### config.mk
export PLATFORM = sky130hd
export DESIGN_NAME = hex_decimal_text_converter
export DESIGN_NICKNAME = d
export VERILOG_FILES = /design/src/sv/hdtc_pkg.sv /design/src/sv/hdtc_datapath.sv /design/src/sv/hdtc_controller.sv /design/src/sv/hex_decimal_text_converter.sv
export SDC_FILE = /design/constraint.sdc
export NUM_CORES = 1
export LEC_CHECK = 0
export ABC_AREA = 1
export BUFFER_PORTS_ARGS = -buffer_cell sky130_fd_sc_hd__buf_4
export CAP_MARGIN = 20
export CORE_ASPECT_RATIO = 1.2
export CORE_MARGIN = 5
export CORE_UTILIZATION = 50
export CTS_CLUSTER_DIAMETER = 60
export DETAILED_ROUTE_END_ITERATION = 10
export PLACE_DENSITY_LB_ADDON = 0.12
export SLEW_MARGIN = 20
export SYNTH_ARGS = -nofsm -noshare
export SYNTH_HDL_FRONTEND = slang
export SYNTH_HIERARCHICAL = 1
export SYNTH_SLANG_ARGS = --single-unit
### constraint.sdc
create_clock -name clk -period 2.7 [get_ports clk]
set_input_delay 0.54 -clock clk [delete_from_list [all_inputs] [get_ports clk]]
set_output_delay 0.54 -clock clk [all_outputs]
set_load 0.01 [all_outputs]
### src/sv/hdtc_pkg.sv
// Package for the hex/decimal text converter.
// Holds the channel item types, the character codes and the controller/datapath
// command and status structs. Depends on nothing.
package hdtc_pkg;

  typedef struct packed {
    logic [7:0] in_char;
    logic       token_end;
  } in_item_t;

  typedef struct packed {
    logic [7:0] out_char;
    logic       last_of_run;
  } out_item_t;

  localparam logic [7:0] CHAR_ZERO  = 8'h30;
  localparam logic [7:0] CHAR_NINE  = 8'h39;
  localparam logic [7:0] CHAR_UPPER_A = 8'h41;
  localparam logic [7:0] CHAR_UPPER_F = 8'h46;
  localparam logic [7:0] CHAR_X     = 8'h78;
  localparam logic [7:0] CHAR_PLUS  = 8'h2B;
  localparam logic [7:0] CHAR_MINUS = 8'h2D;
  localparam logic [7:0] CHAR_NL    = 8'h0A;

  // Character sources for the output register
  localparam logic [1:0] EMIT_ZERO  = 2'd0;
  localparam logic [1:0] EMIT_X     = 2'd1;
  localparam logic [1:0] EMIT_DIGIT = 2'd2;
  localparam logic [1:0] EMIT_NL    = 2'd3;

  typedef struct packed {
    logic       step;        // parse the accepted character
    logic       dab_start;   // clear BCD, load bit counter
    logic       dab_step;    // one shift-add-3 iteration
    logic       dec_load;    // move BCD result into digit shifter
    logic       hex_load;    // move value into digit shifter
    logic       digit_next;  // drop the top digit
    logic       emit;        // write output register
    logic [1:0] emit_sel;
    logic       clear;       // end of token
  } dp_cmd_t;

  typedef struct packed {
    logic out_free;
    logic hex_token;
    logic neg_nonzero;
    logic dab_last;
    logic digit_skip;
    logic digit_last;
  } dp_status_t;

endpackage

### src/sv/hdtc_datapath.sv
// Datapath of the hex/decimal text converter: token parser, binary-to-BCD
// shifter, digit shifter and output register. Depends on hdtc_pkg.
module hdtc_datapath import hdtc_pkg::*; #(
  parameter int VALUE_WIDTH = 32
) (
  input  logic       clk,
  input  logic       rst,
  input  in_item_t   in_item,
  input  logic       out_stall,
  input  dp_cmd_t    cmd,
  output dp_status_t status,
  output logic       out_valid,
  output out_item_t  out_item
);

  localparam int DEC_DIGITS = ((VALUE_WIDTH * 1233) >> 12) + 1;
  localparam int HEX_DIGITS = (VALUE_WIDTH + 3) / 4;
  localparam int DIG_N      = (DEC_DIGITS > HEX_DIGITS) ? DEC_DIGITS : HEX_DIGITS;
  localparam int DEC_W      = DEC_DIGITS * 4;
  localparam int DIG_W      = DIG_N * 4;
  localparam int DEC_SHIFT  = (DIG_N - DEC_DIGITS) * 4;
  localparam int HEX_SHIFT  = (DIG_N - HEX_DIGITS) * 4;
  localparam int CNT_W      = $clog2(VALUE_WIDTH + 1);

  logic [VALUE_WIDTH-1:0] value_acc, value_next;
  logic [1:0]             char_pos;
  logic                   hex_token, neg_sign, dec_stopped;
  logic                   hex_next, neg_next, stopped_next;
  logic [DEC_W-1:0]       bcd, bcd_adj;
  logic [DIG_W-1:0]       dig;
  logic [CNT_W-1:0]       cnt;
  logic                   started;

  logic [7:0]             c;
  logic [3:0]             hex_val;
  logic [3:0]             dec_val;
  logic                   is_dec;
  logic [3:0]             top;
  logic [7:0]             top_char;
  logic [7:0]             emit_char;

  assign c       = in_item.in_char;
  assign is_dec  = (c >= CHAR_ZERO) && (c <= CHAR_NINE);
  assign dec_val = 4'(c - CHAR_ZERO);
  assign top     = dig[DIG_W-1 -: 4];

  always_comb begin
    if (is_dec) begin
      hex_val = dec_val;
    end else if ((c >= CHAR_UPPER_A) && (c <= CHAR_UPPER_F)) begin
      hex_val = 4'(c - CHAR_UPPER_A + 8'd10);
    end else begin
      hex_val = 4'd0;
    end
  end

  // Parse one character
  always_comb begin
    value_next   = value_acc;
    hex_next     = hex_token;
    neg_next     = neg_sign;
    stopped_next = dec_stopped;
    if ((char_pos == 2'd1) && (c == CHAR_X)) begin
      hex_next   = 1'b1;
      value_next = '0;
      neg_next   = 1'b0;
    end else if (hex_token) begin
      if (c == CHAR_X) begin
        value_next = '0;
      end else begin
        value_next = (value_acc << 4) | VALUE_WIDTH'(hex_val);
      end
    end else if (!dec_stopped) begin
      if ((char_pos == 2'd0) && ((c == CHAR_PLUS) || (c == CHAR_MINUS))) begin
        neg_next = (c == CHAR_MINUS);
      end else if (is_dec) begin
        value_next = (value_acc << 3) + (value_acc << 1) + VALUE_WIDTH'(dec_val);
      end else begin
        stopped_next = 1'b1;
      end
    end
  end

  // Add 3 to every BCD digit of five or more before the shift
  always_comb begin
    for (int i = 0; i < DEC_DIGITS; i++) begin
      bcd_adj[i*4 +: 4] = (bcd[i*4 +: 4] >= 4'd5) ? bcd[i*4 +: 4] + 4'd3 : bcd[i*4 +: 4];
    end
  end

  always_comb begin
    top_char = (top < 4'd10) ? CHAR_ZERO + 8'(top) : CHAR_UPPER_A + 8'(top - 4'd10);
    case (cmd.emit_sel)
      EMIT_ZERO:  emit_char = CHAR_ZERO;
      EMIT_X:     emit_char = CHAR_X;
      EMIT_DIGIT: emit_char = top_char;
      EMIT_NL:    emit_char = CHAR_NL;
      default:    emit_char = CHAR_NL;
    endcase
  end

  always_ff @(posedge clk) begin
    if (rst) begin
      value_acc   <= '0;
      char_pos    <= 2'd0;
      hex_token   <= 1'b0;
      neg_sign    <= 1'b0;
      dec_stopped <= 1'b0;
      cnt         <= '0;
      started     <= 1'b0;
      out_valid   <= 1'b0;
    end else begin
      if (cmd.step) begin
        value_acc   <= value_next;
        hex_token   <= hex_next;
        neg_sign    <= neg_next;
        dec_stopped <= stopped_next;
        if (char_pos != 2'd2) begin
          char_pos <= char_pos + 2'd1;
        end
      end
      if (cmd.dab_start) begin
        cnt <= CNT_W'(VALUE_WIDTH);
      end
      if (cmd.dab_step) begin
        value_acc <= value_acc << 1;
        cnt       <= cnt - 1'b1;
      end
      if (cmd.dec_load) begin
        cnt     <= CNT_W'(DEC_DIGITS);
        started <= 1'b0;
      end
      if (cmd.hex_load) begin
        cnt     <= CNT_W'(HEX_DIGITS);
        started <= 1'b0;
      end
      if (cmd.digit_next) begin
        cnt <= cnt - 1'b1;
        if (cmd.emit) begin
          started <= 1'b1;
        end
      end
      if (cmd.clear) begin
        value_acc   <= '0;
        char_pos    <= 2'd0;
        hex_token   <= 1'b0;
        neg_sign    <= 1'b0;
        dec_stopped <= 1'b0;
      end
      if (cmd.emit) begin
        out_valid <= 1'b1;
      end else if (!out_stall) begin
        out_valid <= 1'b0;
      end
    end
  end

  // Payload registers
  always_ff @(posedge clk) begin
    if (cmd.dab_start) begin
      bcd <= '0;
    end else if (cmd.dab_step) begin
      bcd <= {bcd_adj[DEC_W-2:0], value_acc[VALUE_WIDTH-1]};
    end
    if (cmd.dec_load) begin
      dig <= DIG_W'(bcd) << DEC_SHIFT;
    end else if (cmd.hex_load) begin
      dig <= DIG_W'(value_acc) << HEX_SHIFT;
    end else if (cmd.digit_next) begin
      dig <= dig << 4;
    end
    if (cmd.emit) begin
      out_item.out_char    <= emit_char;
      out_item.last_of_run <= (cmd.emit_sel == EMIT_NL);
    end
  end

  assign status.out_free    = !out_valid || !out_stall;
  assign status.hex_token   = hex_token;
  assign status.neg_nonzero = neg_sign && (value_acc != '0);
  assign status.dab_last    = (cnt == CNT_W'(1));
  assign status.digit_last  = (cnt == CNT_W'(1));
  assign status.digit_skip  = (top == 4'd0) && !started && (cnt != CNT_W'(1));

endmodule

### src/sv/hdtc_controller.sv
// Controller of the hex/decimal text converter: sequences parsing,
// conversion and character output. Depends on hdtc_pkg.
module hdtc_controller import hdtc_pkg::*; (
  input  logic       clk,
  input  logic       rst,
  input  logic       in_valid,
  input  logic       token_end,
  input  dp_status_t status,
  output logic       in_stall,
  output dp_cmd_t    cmd
);

  localparam logic [3:0] S_IDLE   = 4'd0;
  localparam logic [3:0] S_END    = 4'd1;
  localparam logic [3:0] S_DABBLE = 4'd2;
  localparam logic [3:0] S_DLOAD  = 4'd3;
  localparam logic [3:0] S_PFX0   = 4'd4;
  localparam logic [3:0] S_PFXX   = 4'd5;
  localparam logic [3:0] S_DIGITS = 4'd6;
  localparam logic [3:0] S_NL     = 4'd7;
  localparam logic [3:0] S_HALT   = 4'd8;

  logic [3:0] state, state_next;

  always_comb begin
    state_next = state;
    in_stall   = 1'b1;
    cmd        = '0;
    case (state)
      S_IDLE: begin
        in_stall = 1'b0;
        if (in_valid) begin
          cmd.step = 1'b1;
          if (token_end) begin
            state_next = S_END;
          end
        end
      end
      S_END: begin
        if (status.hex_token) begin
          cmd.dab_start = 1'b1;
          state_next    = S_DABBLE;
        end else if (status.neg_nonzero) begin
          state_next = S_HALT;
        end else begin
          cmd.hex_load = 1'b1;
          state_next   = S_PFX0;
        end
      end
      S_DABBLE: begin
        cmd.dab_step = 1'b1;
        if (status.dab_last) begin
          state_next = S_DLOAD;
        end
      end
      S_DLOAD: begin
        cmd.dec_load = 1'b1;
        state_next   = S_DIGITS;
      end
      S_PFX0: begin
        if (status.out_free) begin
          cmd.emit     = 1'b1;
          cmd.emit_sel = EMIT_ZERO;
          state_next   = S_PFXX;
        end
      end
      S_PFXX: begin
        if (status.out_free) begin
          cmd.emit     = 1'b1;
          cmd.emit_sel = EMIT_X;
          state_next   = S_DIGITS;
        end
      end
      S_DIGITS: begin
        if (status.digit_skip) begin
          cmd.digit_next = 1'b1;
        end else if (status.out_free) begin
          cmd.emit       = 1'b1;
          cmd.emit_sel   = EMIT_DIGIT;
          cmd.digit_next = 1'b1;
          if (status.digit_last) begin
            state_next = S_NL;
          end
        end
      end
      S_NL: begin
        if (status.out_free) begin
          cmd.emit     = 1'b1;
          cmd.emit_sel = EMIT_NL;
          cmd.clear    = 1'b1;
          state_next   = S_IDLE;
        end
      end
      S_HALT: begin
        // drop everything until reset
        in_stall = 1'b0;
      end
      default: begin
        state_next = S_IDLE;
      end
    endcase
  end

  always_ff @(posedge clk) begin
    if (rst) begin
      state <= S_IDLE;
    end else begin
      state <= state_next;
    end
  end

endmodule

### src/sv/hex_decimal_text_converter.sv
// Top level of the hex/decimal text converter.
// Joins hdtc_controller and hdtc_datapath; depends on hdtc_pkg.
//
//  Channel   | Handshake               | Payload
//  ----------+-------------------------+---------------------------------
//  input     | in_valid / in_stall     | in_item  (in_char, token_end)
//  output    | out_valid / out_stall   | out_item (out_char, last_of_run)
//
// A character that does not end a token is parsed as it is accepted.
// A hex token's end runs the shift-add-3 conversion over all VALUE_WIDTH
// bits of the value and then writes out the decimal digits.
// A decimal token's end writes a 0x prefix and then the hex digits;
// both digit walks run through the single digit shifter.
// Reset is synchronous and clears the token state and any halt.
// Output stalls hold each character write; input is stalled while a number is written out.
module hex_decimal_text_converter import hdtc_pkg::*; #(
  parameter int VALUE_WIDTH = 32
) (
  input  logic      clk,
  input  logic      rst,
  input  logic      in_valid,
  output logic      in_stall,
  input  in_item_t  in_item,
  output logic      out_valid,
  input  logic      out_stall,
  output out_item_t out_item
);

  // Commands from the controller, status back from the datapath
  dp_cmd_t    cmd;
  dp_status_t status;

  hdtc_controller u_controller (
    .clk       (clk),
    .rst       (rst),
    .in_valid  (in_valid),
    .token_end (in_item.token_end),
    .status    (status),
    .in_stall  (in_stall),
    .cmd       (cmd)
  );

  hdtc_datapath #(
    .VALUE_WIDTH (VALUE_WIDTH)
  ) u_datapath (
    .clk       (clk),
    .rst       (rst),
    .in_item   (in_item),
    .out_stall (out_stall),
    .cmd       (cmd),
    .status    (status),
    .out_valid (out_valid),
    .out_item  (out_item)
  );

endmodule
==> run summary <==
First-pass GRT wire length: 46,000 µm
Setup ws final: 186 ps
Yosys warning count: 6
Worst path depth: 12
Htree depth: 4
Layout cell share with drive strength beyond 1: 9.19%
R2r endpoint: u_datapath/value_acc[21]
PortBufs: 22
Initial Util: 50.6%
DR vias: 10.1k
RSZ-0062 raised after global routing: true
Netlist Area Pre-Place: 10,500 µm²
Reg2Reg Setup Slack: 190 ps
Layout net count: 1,725
Power Density: 730 nW/µm²
Remaining antenna violation count: 0
Share of flip-flops with an asynchronous set or reset: 0%
Worst Clk Skew: 12.5 ps
Worst slew pin tran: 723 ps
Largest net degree at the start of global routing: 43
Design area: 12,000 µm²
Cells along the critical path: ha_1 > ha_1 > nand2_1 > inv_1 > a21oi_1 > nand3_1 > nand2_1 > nand2_1 > nand2_1 > nand3_1 > nand2_1 > a21oi_1
Setup TNS: 0 ps
Top delay family on crit path: simple AND/OR/NAND/NOR gates
Die Span Y: 169 µm
Total CTS buffers: 17
Crit path buffers/inverters: 1
Post-Place Cell Area: 11,300 µm²
CORE AREA: 20,800 µm²
Slew headroom: 51.2%
Clk root buf: clkbuf_16
Most common cell after layout, fill and taps aside: nand2_1
Initial antenna violation count: 0
Min cycle time layout: 2510 ps
Post-synthesis sequential area ratio: 30.6%
Critical path type: flip-flop to flip-flop
Pins Over Slew Limit: 0
I/O pins: 24
Initial DRC Count: 665
Number of detailed-route iterations in the first pass: 7
Clk_lat worst skew: 420 ps
Final period utilization: 93.1%
Gpl congestion: 0.905
R2R depth: 12
Most frequent CP cell: nand2_1
Setup crit end kind: flip-flop
GRT Util Overall: 23.3%
Die Span X: 142 µm
Crit path arrival time: 2820 ps
Pre-CTS WS: -147 ps
Critical path's slowest cell: dfxtp_1
Final hold vios: 0
Antenna diodes: 0
CP peak stage delay: 480 ps
Number of placement rows: 58
Num Clock Sinks: 137
# Post-CTS Setup Buffers: 0
Crit Path Max Fanout: 6
Final non-filler cell total: 1,902
Clock buffer depth: 2
Mapped Avg Cell Area: 6.71 µm²
Total die area: 24,100 µm²
Final hold slack: 370 ps
Area Growth Syn to Fin: 13.6%
Reg2reg start: u_datapath/value_acc[11]
TritonCTS clock tree: yes
Worst vdd ir: 564 µV
Clk slew on worst S/H paths: 60 ps
Startpoint class of the critical path: flip-flop
Vias in the first global route: 9,506
Distinct cells, synth: 50
Avg WL per Cell: 14.8 µm
Max Fclk: 398 MHz
Status: finished, final reports clean
Most common flop cell mapped by yosys: dfxtp_1
Crit path from: u_datapath/value_acc[11]
Seq cells post-synth: 137
CP endpoint: u_datapath/value_acc[21]
Worst EP required: 3010 ps
Total wire length: 28,100 µm
Leak pwr: 5.88 nW
EDFF count, synth: 48
Synth Instances: 1,569
DRC errors left: 0
Max Cap Viol: 0
Post-Syn Nets: 1,675
Most frequent cells in the layout: nand2_1, inv_1, a21oi_1, nor2_1, o21ai_0
Placed Cells: 1,870
Setup violations, final: 0
Dpl hpwl: 21,200 µm
Vias per cell: 5.31
GRT Residual Overflow: 0
Hold/Removal Path Class: primary input to flip-flop
[layer usage]
layer / vias up / global-route usage [%] / share of wire [%]
li1: 5242 / - / -
met1: 4612 / 29.4 / 45
met2: 200 / 41.1 / 49
met3: 40 / 3.11 / 3.9
met4: 0 / 7.32 / 2.4
met5: - / 0 / 0
[Yosys cell counts (2+ instances only)]
| library cell | n | share of area, % |
|---|---|---|
| o211ai_1 | 24 | 1.7 |
| clkbuf_1 | 36 | 1.3 |
| xnor2_1 | 3 | 0.25 |
| buf_1 | 4 | 0.14 |
| edfxtp_1 | 48 | 14 |
| a211oi_1 | 4 | 0.29 |
| nand2_2 | 3 | 0.18 |
| buf_2 | 4 | 0.19 |
| nor4_1 | 9 | 0.53 |
| dfxtp_1 | 89 | 17 |
| nand4_1 | 17 | 1.0 |
| nor2_1 | 115 | 4.1 |
| nor2_2 | 6 | 0.36 |
| a31oi_1 | 4 | 0.24 |
| o21ai_0 | 94 | 4.5 |
| nand3_2 | 2 | 0.19 |
| a22oi_1 | 2 | 0.14 |
| nand3_1 | 78 | 3.7 |
| o21a_1 | 21 | 1.5 |
| ha_1 | 91 | 11 |
| xor2_1 | 22 | 1.8 |
| o21bai_1 | 5 | 0.36 |
| o22ai_1 | 2 | 0.12 |
| fa_1 | 2 | 0.38 |
| a21o_1 | 2 | 0.14 |
| nand2_1 | 384 | 14 |
| nor3_1 | 10 | 0.48 |
| buf_4 | 3 | 0.21 |
| inv_2 | 5 | 0.18 |
| buf_12 | 2 | 0.38 |
| inv_1 | 261 | 9.3 |
| a21boi_0 | 5 | 0.36 |
| a21oi_1 | 193 | 9.2 |
| nand2_4 | 3 | 0.32 |
[worst min path at each step]
stage                             startpoint              endpoint  slack, ps  cells after the start
after floorplan           u_datapath/started    u_datapath/started        430                      2
after global placement    u_datapath/started    u_datapath/started        450                      2
after detailed placement  u_datapath/started    u_datapath/started        470                      2
after CTS                                rst  u_datapath/out_valid        360                      2
after global routing                     rst  u_datapath/out_valid        380                      2
final                                    rst  u_datapath/out_valid        370                      2
[layout make-up]
| cell class | instances | area (µm²) |
|---|---|---|
| clock buffer | 22 | 505 |
| tap | 270 | 338 |
| clock inverter | 10 | 114 |
| timing repair buffer | 80 | 638 |
| fill | 2039 | 8870 |
| multi-input combinational | 1116 | 6140 |
| sequential | 137 | 3220 |
| inverter | 267 | 1000 |
[cell families (layout without fill, tap and decap cells)]
| group | count (synthesis) | in the layout | synth area share [%] |
|---|---|---|---|
| XOR/XNOR | 25 | 25 | 2.08 |
| buffers and inverters | 316 | 379 | 11.7 |
| AO/OA/AOI/OAI | 364 | 364 | 19.2 |
| flip-flops | 137 | 137 | 30.6 |
| AND/OR/NAND/NOR | 633 | 633 | 25.1 |
| other | 1 | 1 | 0.0356 |
| adder cells (fa/ha/maj) | 93 | 93 | 11.2 |
[through the flow]
step	power, mW	util (%)
final	8.73	57.4
after global routing	9.33	57.4
after CTS	8.76	57.1
after detailed placement	6.32	54.2
after global placement	6.25	54.2
after floorplan	5.44	-
[flip-flops by register name, summed over array words and instances, names as in the netlist, 2 cells and up]
signal	count
u_datapath/value_acc	32
u_datapath/bcd	40
u_datapath/cnt	6
u_datapath/out_item	8
u_datapath/char_pos	2
u_datapath/dig	40
u_controller/state	4
[where the power goes]
| part | switching (mW) | total (mW) | internal (mW) |
|---|---|---|---|
| Clock | 0.915 | 2.43 | 1.51 |
| Sequential | 0.395 | 3.33 | 2.94 |
| Combinational | 1.89 | 2.98 | 1.09 |
[timing repair]
item | CTS | global route
endpoints found under the hold margin | 0 | 0
resized for setup | 0 | 13
endpoints found under the setup margin | 0 | 38
hold buffers | 0 | 0
(Power assumes the default switching activity.)
